## config.mk

```make
export PLATFORM = sky130hd
export DESIGN_NAME = touch_sample_filter_calibrate
export DESIGN_NICKNAME = d
export VERILOG_FILES = /design/src/hdl/tsfc_pkg.sv /design/src/hdl/tsfc_div.sv /design/src/hdl/tsfc_mac.sv /design/src/hdl/touch_sample_filter_calibrate.sv
export SDC_FILE = /design/constraint.sdc
export NUM_CORES = 2
export LEC_CHECK = 0
export ABC_CLOCK_PERIOD_IN_PS = 14100
export BUFFER_PORTS_ARGS = -buffer_cell sky130_fd_sc_hd__buf_2
export CORE_ASPECT_RATIO = 0.6
export CORE_MARGIN = 5
export CORE_UTILIZATION = 35
export CTS_CLUSTER_DIAMETER = 40
export DETAILED_ROUTE_END_ITERATION = 8
export PLACE_DENSITY = 0.46
export SLEW_MARGIN = 15
export SYNTH_ARGS = -nofsm -noshare
export SYNTH_HDL_FRONTEND = slang
export SYNTH_SLANG_ARGS = --single-unit
```

## constraint.sdc

```tcl
create_clock -name clk -period 14.1 [get_ports clk]
set_input_delay 1.41 -clock clk [delete_from_list [all_inputs] [get_ports clk]]
set_output_delay 1.41 -clock clk [all_outputs]
set_load 0.02 [all_outputs]
```

## src/hdl/tsfc_pkg.sv

```systemverilog
// Shared constants, register indexes and handshake structs for the touch
// sample filter / calibration block. No dependencies.
package tsfc_pkg;

  // window defaults
  localparam int SAMPLES_DEF = 32;
  localparam int GOOD_SAMPLES_DEF = 16;

  // pressure and coordinate limits
  localparam logic [15:0] Z_OFFSET = 16'd4095;
  localparam logic [15:0] PRESS_MIN = 16'd500;
  localparam logic [15:0] COORD_LIMIT = 16'd10000;
  localparam logic [7:0] RELEASE_RESET = 8'd10;

  // config register indexes
  localparam int CFG_IDX_W = 3;
  localparam int CFG_DATA_W = 32;
  localparam logic [CFG_IDX_W-1:0] REG_COEF_A = 3'd0;
  localparam logic [CFG_IDX_W-1:0] REG_COEF_B = 3'd1;
  localparam logic [CFG_IDX_W-1:0] REG_COEF_C = 3'd2;
  localparam logic [CFG_IDX_W-1:0] REG_COEF_D = 3'd3;
  localparam logic [CFG_IDX_W-1:0] REG_COEF_E = 3'd4;
  localparam logic [CFG_IDX_W-1:0] REG_COEF_F = 3'd5;
  localparam logic [CFG_IDX_W-1:0] REG_DIVISOR = 3'd6;
  localparam logic [CFG_IDX_W-1:0] REG_RELEASE = 3'd7;

  // datapath widths: |a*x + b*y + c| < 2^45, so a 46-bit signed sum
  localparam int ACC_W = 46;
  localparam int PROD_W = 45;
  localparam int NUM_W = 46;
  localparam int DEN_W = 32;

  localparam int IN_W = 56;
  localparam int OUT_W = 32;

  typedef struct packed {
    logic             start;
    logic [NUM_W-1:0] num;
    logic [DEN_W-1:0] den;
  } div_req_t;

  typedef struct packed {
    logic             busy;
    logic             done;
    logic [NUM_W-1:0] quo;
  } div_rsp_t;

  typedef struct packed {
    logic load;
    logic mul;
    logic add;
  } mac_op_t;

endpackage

```

## src/hdl/tsfc_div.sv

```systemverilog
// Shared restoring divider, unsigned, one quotient bit per cycle.
// Depends on tsfc_pkg for widths and the request/response structs.
module tsfc_div (
  input  logic               clk,
  input  logic               rst,
  input  tsfc_pkg::div_req_t req,
  output tsfc_pkg::div_rsp_t rsp
);
  import tsfc_pkg::*;

  localparam int CNT_W = $clog2(NUM_W);

  logic             busy;
  logic             done;
  logic [DEN_W-1:0] rem;
  logic [NUM_W-1:0] quo;
  logic [DEN_W-1:0] den;
  logic [CNT_W-1:0] cnt;

  logic [DEN_W:0] trial;
  logic [DEN_W:0] diff;

  assign trial = {rem, quo[NUM_W-1]};
  assign diff  = trial - {1'b0, den};

  always_ff @(posedge clk) begin
    if (rst) begin
      busy <= 1'b0;
      done <= 1'b0;
      cnt  <= '0;
    end else begin
      done <= 1'b0;
      if (req.start && !busy) begin
        busy <= 1'b1;
        cnt  <= '0;
      end else if (busy) begin
        cnt <= cnt + 1'b1;
        if (cnt == CNT_W'(NUM_W - 1)) begin
          busy <= 1'b0;
          done <= 1'b1;
        end
      end
    end
  end

  always_ff @(posedge clk) begin
    if (req.start && !busy) begin
      rem <= '0;
      quo <= req.num;
      den <= req.den;
    end else if (busy) begin
      if (!diff[DEN_W]) begin
        rem <= diff[DEN_W-1:0];
        quo <= {quo[NUM_W-2:0], 1'b1};
      end else begin
        rem <= trial[DEN_W-1:0];
        quo <= {quo[NUM_W-2:0], 1'b0};
      end
    end
  end

  assign rsp.busy = busy;
  assign rsp.done = done;
  assign rsp.quo  = quo;

endmodule

```

## src/hdl/tsfc_mac.sv

```systemverilog
// Multiply-accumulate for the affine map: registered 32x13 product, then add.
// Depends on tsfc_pkg for widths and the op struct.
module tsfc_mac (
  input  logic                            clk,
  input  tsfc_pkg::mac_op_t               op,
  input  logic signed [31:0]              coef,
  input  logic [11:0]                     opnd,
  output logic signed [tsfc_pkg::ACC_W-1:0] acc
);
  import tsfc_pkg::*;

  logic signed [PROD_W-1:0] prod;
  logic signed [12:0]       opnd_s;

  assign opnd_s = $signed({1'b0, opnd});

  always_ff @(posedge clk) begin
    if (op.mul) begin
      prod <= coef * opnd_s;
    end
    if (op.load) begin
      acc <= ACC_W'(coef);
    end else if (op.add) begin
      acc <= acc + ACC_W'(prod);
    end
  end

endmodule

```

## src/hdl/touch_sample_filter_calibrate.sv

```systemverilog
// Top level: sample windowing, pressed/released tracking and calibration
// sequencer. Depends on tsfc_pkg, tsfc_div and tsfc_mac.
//
// Each input word is one raw resistive-touch conversion. Pressure is
// z = (4095 + z1 - z2) mod 65536 with 4095 read as 0; a sample with z >= 500
// adds its x and y to the window sums. A word that does not close a window is
// taken and gives no output word. The word that closes a window (every
// SAMPLES words) gives exactly one output word. For a released window, or a
// pressed one with a zero divisor, the divider is not used. For a pressed
// window with a nonzero divisor the one shared 46-step restoring divider runs
// four times (average x, average y, calibrated x, calibrated y), with
// multiply-accumulate and sequencing for each calibrated axis. s_tready is
// low from the closing word until its result is loaded into the output
// register; words are still taken while an earlier result waits on m_tready.
// Configuration is written through cfg_we/cfg_index/cfg_data; the user must
// write it only while the block is idle, and the block itself does not enforce
// this. Index 0..5 are the coefficients a..f, 6 the divisor, 7 the release limit.
module touch_sample_filter_calibrate #(
  parameter int SAMPLES      = tsfc_pkg::SAMPLES_DEF,
  parameter int GOOD_SAMPLES = tsfc_pkg::GOOD_SAMPLES_DEF
) (
  input  logic                            clk,
  input  logic                            rst,
  // raw_x[11:0], raw_y[23:12], pressure_z1[36:24], pressure_z2[49:37]
  input  logic [tsfc_pkg::IN_W-1:0]       s_tdata,
  input  logic                            s_tvalid,
  output logic                            s_tready,
  // touch_pressed[0], point_new[1], cal_x[15:2], cal_y[29:16]
  output logic [tsfc_pkg::OUT_W-1:0]      m_tdata,
  output logic                            m_tvalid,
  input  logic                            m_tready,
  input  logic                            cfg_we,
  input  logic [tsfc_pkg::CFG_IDX_W-1:0]  cfg_index,
  input  logic [tsfc_pkg::CFG_DATA_W-1:0] cfg_data
);
  import tsfc_pkg::*;

  localparam logic [7:0] SAMPLES_C = 8'(SAMPLES);
  localparam logic [7:0] GOOD_C    = 8'(GOOD_SAMPLES);

  // sequencer states
  localparam logic [3:0] S_IDLE   = 4'd0;
  localparam logic [3:0] S_CLOSE  = 4'd1;
  localparam logic [3:0] S_AVGX   = 4'd2;
  localparam logic [3:0] S_AVGY   = 4'd3;
  localparam logic [3:0] S_LOADC  = 4'd4;
  localparam logic [3:0] S_MULA   = 4'd5;
  localparam logic [3:0] S_ADDA   = 4'd6;
  localparam logic [3:0] S_MULB   = 4'd7;
  localparam logic [3:0] S_ADDB   = 4'd8;
  localparam logic [3:0] S_QSTART = 4'd9;
  localparam logic [3:0] S_QDIV   = 4'd10;
  localparam logic [3:0] S_OUT    = 4'd11;

  // config registers
  logic signed [31:0] coef_a, coef_b, coef_c, coef_d, coef_e, coef_f;
  logic signed [31:0] divisor;
  logic [7:0]         release_limit;

  // window and tracking state
  logic [3:0]  state;
  logic [7:0]  sample_index;
  logic [7:0]  press_count;
  logic [19:0] sum_x;
  logic [19:0] sum_y;
  logic [7:0]  release_counter;
  logic        pressed_flag;
  logic [15:0] last_x;
  logic [15:0] last_y;
  logic        fresh;

  // calibration working regs
  logic [11:0] avg_x;
  logic [11:0] avg_y;
  logic        axis;    // 0: x, 1: y
  logic        q_neg;

  // output register
  logic        out_pressed;
  logic        out_new;
  logic [13:0] out_x;
  logic [13:0] out_y;

  // input unpack
  logic [11:0] raw_x, raw_y;
  logic [12:0] pressure_z1, pressure_z2;
  assign raw_x       = s_tdata[11:0];
  assign raw_y       = s_tdata[23:12];
  assign pressure_z1 = s_tdata[36:24];
  assign pressure_z2 = s_tdata[49:37];

  logic [15:0] z;
  logic        hit;
  logic [7:0]  idx_inc;
  logic        accept;

  assign z       = Z_OFFSET + {3'b0, pressure_z1} - {3'b0, pressure_z2};
  assign hit     = (z != Z_OFFSET) && (z >= PRESS_MIN);
  assign idx_inc = sample_index + 8'd1;
  assign s_tready = (state == S_IDLE);
  assign accept  = s_tvalid && s_tready;

  // window decision
  logic       win_pressed;
  logic       calib;
  logic [7:0] rc_inc;
  assign win_pressed = (press_count > GOOD_C) && (press_count != 8'd0);
  assign calib       = win_pressed && (divisor != 32'sd0);
  assign rc_inc      = release_counter + 8'd1;

  // shared units
  div_req_t div_req;
  div_rsp_t div_rsp;
  mac_op_t  mac_op;
  logic signed [31:0]    mac_coef;
  logic [11:0]           mac_opnd;
  logic signed [ACC_W-1:0] acc;

  tsfc_div u_div (
    .clk (clk),
    .rst (rst),
    .req (div_req),
    .rsp (div_rsp)
  );

  tsfc_mac u_mac (
    .clk  (clk),
    .op   (mac_op),
    .coef (mac_coef),
    .opnd (mac_opnd),
    .acc  (acc)
  );

  // magnitudes for the signed calibration divide
  logic [NUM_W-1:0] acc_mag;
  logic [DEN_W-1:0] div_mag;
  assign acc_mag = acc[ACC_W-1] ? NUM_W'(-acc) : NUM_W'(acc);
  assign div_mag = divisor[31] ? DEN_W'(-divisor) : DEN_W'(divisor);

  always_comb begin
    div_req.start = 1'b0;
    div_req.num   = acc_mag;
    div_req.den   = div_mag;
    case (state)
      S_CLOSE: begin
        div_req.start = calib;
        div_req.num   = NUM_W'(sum_x);
        div_req.den   = DEN_W'(press_count);
      end
      S_AVGX: begin
        div_req.start = div_rsp.done;
        div_req.num   = NUM_W'(sum_y);
        div_req.den   = DEN_W'(press_count);
      end
      S_QSTART: begin
        div_req.start = 1'b1;
      end
      default: begin
      end
    endcase
  end

  always_comb begin
    mac_op.load = (state == S_LOADC);
    mac_op.mul  = (state == S_MULA) || (state == S_MULB);
    mac_op.add  = (state == S_ADDA) || (state == S_ADDB);
    mac_opnd    = (state == S_MULB) ? avg_y : avg_x;
    case (state)
      S_LOADC: mac_coef = axis ? coef_f : coef_c;
      S_MULA:  mac_coef = axis ? coef_d : coef_a;
      S_MULB:  mac_coef = axis ? coef_e : coef_b;
      default: mac_coef = coef_a;
    endcase
  end

  // signed quotient, low 16 bits, out-of-range coordinates read as 0
  logic [15:0] q_low;
  logic [15:0] coord;
  assign q_low = q_neg ? (16'd0 - div_rsp.quo[15:0]) : div_rsp.quo[15:0];
  assign coord = (q_low >= COORD_LIMIT) ? 16'd0 : q_low;

  // config port
  always_ff @(posedge clk) begin
    if (rst) begin
      coef_a        <= '0;
      coef_b        <= '0;
      coef_c        <= '0;
      coef_d        <= '0;
      coef_e        <= '0;
      coef_f        <= '0;
      divisor       <= '0;
      release_limit <= RELEASE_RESET;
    end else if (cfg_we) begin
      case (cfg_index)
        REG_COEF_A:  coef_a <= cfg_data;
        REG_COEF_B:  coef_b <= cfg_data;
        REG_COEF_C:  coef_c <= cfg_data;
        REG_COEF_D:  coef_d <= cfg_data;
        REG_COEF_E:  coef_e <= cfg_data;
        REG_COEF_F:  coef_f <= cfg_data;
        REG_DIVISOR: divisor <= cfg_data;
        REG_RELEASE: release_limit <= cfg_data[7:0];
        default: begin
        end
      endcase
    end
  end

  // sequencer and state
  always_ff @(posedge clk) begin
    if (rst) begin
      state           <= S_IDLE;
      sample_index    <= '0;
      press_count     <= '0;
      sum_x           <= '0;
      sum_y           <= '0;
      release_counter <= '0;
      pressed_flag    <= 1'b0;
      last_x          <= '0;
      last_y          <= '0;
      fresh           <= 1'b0;
      axis            <= 1'b0;
      m_tvalid        <= 1'b0;
    end else begin
      // S_OUT reloads the output register itself
      if (m_tvalid && m_tready && (state != S_OUT)) begin
        m_tvalid <= 1'b0;
      end
      case (state)
        S_IDLE: begin
          if (accept) begin
            sample_index <= idx_inc;
            if (hit) begin
              press_count <= press_count + 8'd1;
              sum_x       <= sum_x + 20'(raw_x);
              sum_y       <= sum_y + 20'(raw_y);
            end
            if (idx_inc >= SAMPLES_C) begin
              state <= S_CLOSE;
            end
          end
        end
        S_CLOSE: begin
          fresh <= 1'b0;
          if (win_pressed) begin
            release_counter <= '0;
            state <= calib ? S_AVGX : S_OUT;
          end else begin
            state <= S_OUT;
            if (rc_inc > release_limit) begin
              release_counter <= '0;
              pressed_flag    <= 1'b0;
            end else begin
              release_counter <= rc_inc;
            end
          end
        end
        S_AVGX: begin
          if (div_rsp.done) begin
            state <= S_AVGY;
          end
        end
        S_AVGY: begin
          if (div_rsp.done) begin
            axis  <= 1'b0;
            state <= S_LOADC;
          end
        end
        S_LOADC:  state <= S_MULA;
        S_MULA:   state <= S_ADDA;
        S_ADDA:   state <= S_MULB;
        S_MULB:   state <= S_ADDB;
        S_ADDB:   state <= S_QSTART;
        S_QSTART: state <= S_QDIV;
        S_QDIV: begin
          if (div_rsp.done) begin
            if (!axis) begin
              last_x <= coord;
              axis   <= 1'b1;
              state  <= S_LOADC;
            end else begin
              last_y       <= coord;
              pressed_flag <= 1'b1;
              fresh        <= 1'b1;
              state        <= S_OUT;
            end
          end
        end
        S_OUT: begin
          if (!m_tvalid || m_tready) begin
            m_tvalid     <= 1'b1;
            sample_index <= '0;
            press_count  <= '0;
            sum_x        <= '0;
            sum_y        <= '0;
            state        <= S_IDLE;
          end
        end
        default: state <= S_IDLE;
      endcase
    end
  end

  // payload registers
  always_ff @(posedge clk) begin
    if ((state == S_AVGX) && div_rsp.done) begin
      avg_x <= div_rsp.quo[11:0];
    end
    if ((state == S_AVGY) && div_rsp.done) begin
      avg_y <= div_rsp.quo[11:0];
    end
    if (state == S_QSTART) begin
      q_neg <= acc[ACC_W-1] ^ divisor[31];
    end
    if ((state == S_OUT) && (!m_tvalid || m_tready)) begin
      out_pressed <= pressed_flag;
      out_new     <= fresh;
      out_x       <= last_x[13:0];
      out_y       <= last_y[13:0];
    end
  end

  assign m_tdata = {2'b00, out_y, out_x, out_new, out_pressed};

endmodule

```

==> out/metrics.yaml <==
critical_path:
  path_max_fanout: 66
  slowest_stage: "o21ai_1"
  setup.worst_path.start: "state[1]$_SDFFE_PP0P_"
  critPathBufInv: 4
  critPathKind: "flop to flop"
  cpPeakStageDelay_ns: 0.97
  worst_ep_required_time_ns: 14.48
  ff2ff_path_depth: 24
  critPathLaunchType: "flop"
  crit_path_frequent_cell: "fa_1"
  crit_arrival_ns: 10.05
  crit_cells: 24
  setup.worst_path.end_class: "flop"
  path_cells: "and3_4 -> buf_4 -> a221oi_1 -> o21ai_1 -> nand2_1 -> fa_1 -> inv_1 -> fa_1 -> fa_1 -> fa_1 -> inv_1 -> fa_1 -> inv_1 -> ha_1 -> a21oi_1 -> nor2_1 -> a311oi_1 -> a31oi_1 -> o21ai_0 -> a31oi_1 -> nand4_1 -> nand4b_1 -> a21oi_1 -> xnor2_1"
  rrSetupSlack_ns: 4.43
  rr_startpoint: "state[1]$_SDFFE_PP0P_"
  cpLargestDelayFamily: "compound AO/OA/AOI/OAI gates"
  reg2reg_to: "u_mac.prod[44]$_DFFE_PP_"
  cp-endpoint: "u_mac.prod[44]$_DFFE_PP_"
sta:
  post-route-min-period_ns: 9.67
  timing.final.crit_share: 0.686
  hold_viol_final: 0
  setup_violations: 0
  slew_headroom: 0.180
  worst_pin_slew_ns: 1.20
  tns_ns: 0
  skew_ns: 0.0411
  drv_slew: 0
  whs_ns: 0.431
  rsz0062_at_grt: "false"
  max_freq_mhz: 103
cells_and_area:
  layout.nets: 6037
  fillers: 13200
  syn2layout_area_growth_pct: 12.3
  final_cell_mix: "nand2_1 (1029), inv_1 (574), a21oi_1 (441)"
  layout_commonest_cell: "nand2_1"
  drive_above_1_share: 0.0781
clock_network:
  post_cts_buffers: 0
  cts.path.max_buffers: 3
  cts.htree.levels: 3
  cts_tree: "yes"
  clk_pin_slew_ns: 0.06
  cts_num_sinks: 596
  cts.hold.buffers_added: 0
  root_buffer: "clkbuf_16"
  clk_latency_ns: 0.69
  post_cts_resized: 0
  cts-buffers-inserted: 87
pwr:
  switching_power_uw: 2160
  power_uw: 6150
  swShare: 0.351
  p_leak_uw: 0.0211
  ir_worst_vdd_mv: 0.0831
  pwr-share-comb: 0.293
  p_per_area_nw_per_um2: 121
  intPower_uw: 3990
  seqPwrFrac: 0.337
  clockPowerShare: 0.370
synth:
  ys_ff_latch: 596
  ys.flop_type: "dfxtp_1"
  syn_inst: 5335
  yosys_warnings: 0
  synth-edff-count: 224
  ys_types: 74
  synth_area_sq_um: 45200
  async_reset_ff_frac: 0
  synth.avg_cell_area_sq_um: 8.48
  yosysSeqAreaShare: 0.313
global_routing:
  gr-total-overflow: 0
  grt_pass1_wl_um: 239000
  grt_max_degree: 98
  antenna_found_initial: 16
  grt_pass1_vias: 35700
  grt.total_usage: 0.235
floorplanning:
  die_w_um: 474
  num_io_pins: 130
  core_sq_um: 129000
  rows: 102
  die_area_sq_um: 137000
  dieHeight_um: 288
  start_util: 0.352
routing:
  avgViaCountPerCell: 5.28
  first_pass_iters: 5
  drtIter0Drc: 3602
  routedWlPerCell_um: 22.8
  wirelength_um: 163000
  via_count: 37800
  antenna_left: 0
  drc: 0
place:
  dp_hpwl_um: 122000
  gp_congestion: 0.904
  io_buffers: 121
job:
  maxCapViolCount: 0
worst_hold_path:
  hold_path.class: "flop to flop"
outcome:
  outcome: "completed"
==> power groups by stage <==
stage	clock (uW)	sequential, uW	combinational, uW
6_report	2280	2070	1810
5_1_grt	2410	2090	2010
4_1_cts	2330	2070	1790
3_5_place_dp	0	2100	1780
3_3_place_gp	0	2100	1770
2_1_floorplan	0	2040	1300
==> sequential cells by signal (all words and copies together), names as in the netlist, 20 cells and up <==
register,flops
divisor,32
coef_b,32
u_div.den,32
u_div.quo,46
sum_x,20
u_mac.acc,46
u_div.rem,32
u_mac.prod,45
coef_a,32
coef_d,32
coef_f,32
coef_e,32
sum_y,20
coef_c,32
==> synth_stat cells (38+ instances only) <==
library cell / count / area (sq um)
fa_1: 343 / 6870
or3_1: 56 / 350
nand2b_1: 41 / 257
dfxtp_1: 372 / 7450
inv_1: 575 / 2160
a21o_1: 79 / 593
nor3_1: 45 / 225
nand4_1: 38 / 238
o21ai_0: 199 / 996
xor2_1: 129 / 1130
a21oi_1: 442 / 2210
o31ai_1: 81 / 608
nor2_1: 372 / 1400
nand3_1: 82 / 410
nand2_1: 1032 / 3870
ha_1: 243 / 3040
mux2i_1: 45 / 450
o21a_1: 59 / 443
edfxtp_1: 224 / 6730
clkbuf_1: 236 / 886
xnor2_1: 97 / 850
a221oi_1: 82 / 718
==> final cells by class <==
class                   instances  area, sq um  share of cell area
clock buffers                 109         2390              0.0471
clock inverters                53          619              0.0122
flip-flops and latches        596        14200               0.279
well taps                    1716         2150              0.0423
diodes                          9         22.5            0.000444
repair buffers                206         1250              0.0247
multi-input cells            3889        28000               0.551
inverters                     575         2160              0.0425
==> logic make-up (layout without fill, tap and decap cells) <==
logic type,Yosys count,after routing,synth area share
and+or+nand+nor,1819,1819,0.173
muxes,55,55,0.0124
adders and majority gates,586,586,0.219
DFF,596,596,0.313
AOI/OAI and AO/OA,1201,1201,0.167
xor gates and xnor gates,226,226,0.0438
other,1,11,0.0000829
buffers and inverters,851,943,0.0714
==> metal layers <==
metal  up-vias  part of all wire  track usage
li1      18100                 -            -
met1     18200              0.49        0.358
met2      1300              0.34        0.281
met3       150              0.14        0.128
met4         6             0.015       0.0394
met5         -            0.0032       0.0260
==> how the worst min path moves through the flow <==
stage | start | endpoint | slack, ns | depth (start not counted)
2_1_floorplan | fresh$_SDFFE_PP0P_ | out_new$_DFFE_PP_ | 0.41 | 0
3_3_place_gp | last_y[2]$_SDFFE_PP0P_ | out_y[2]$_DFFE_PP_ | 0.42 | 0
3_5_place_dp | last_x[10]$_SDFFE_PP0P_ | out_x[10]$_DFFE_PP_ | 0.42 | 0
4_1_cts | last_x[10]$_SDFFE_PP0P_ | out_x[10]$_DFFE_PP_ | 0.43 | 0
5_1_grt | pressed_flag$_SDFFE_PP0P_ | out_pressed$_DFFE_PP_ | 0.44 | 0
6_report | last_y[1]$_SDFFE_PP0P_ | out_y[1]$_DFFE_PP_ | 0.43 | 0
==> through the flow <==
| stage | instances | setup slack [ns] | util | area [sq um] |
|---|---|---|---|---|
| after CTS | 7144 | 4.69 | 0.394 | 50700 |
| final | 7153 | 4.43 | 0.395 | 50800 |
| after global routing | 7146 | 4.10 | 0.394 | 50700 |
| after global placement | 6982 | 4.69 | 0.371 | 47700 |
| after floorplan | 5336 | 6.60 | - | 45200 |
| after detailed placement | 6982 | 4.73 | 0.371 | 47700 |
No activity file was read; power rests on OpenSTA's default activity.
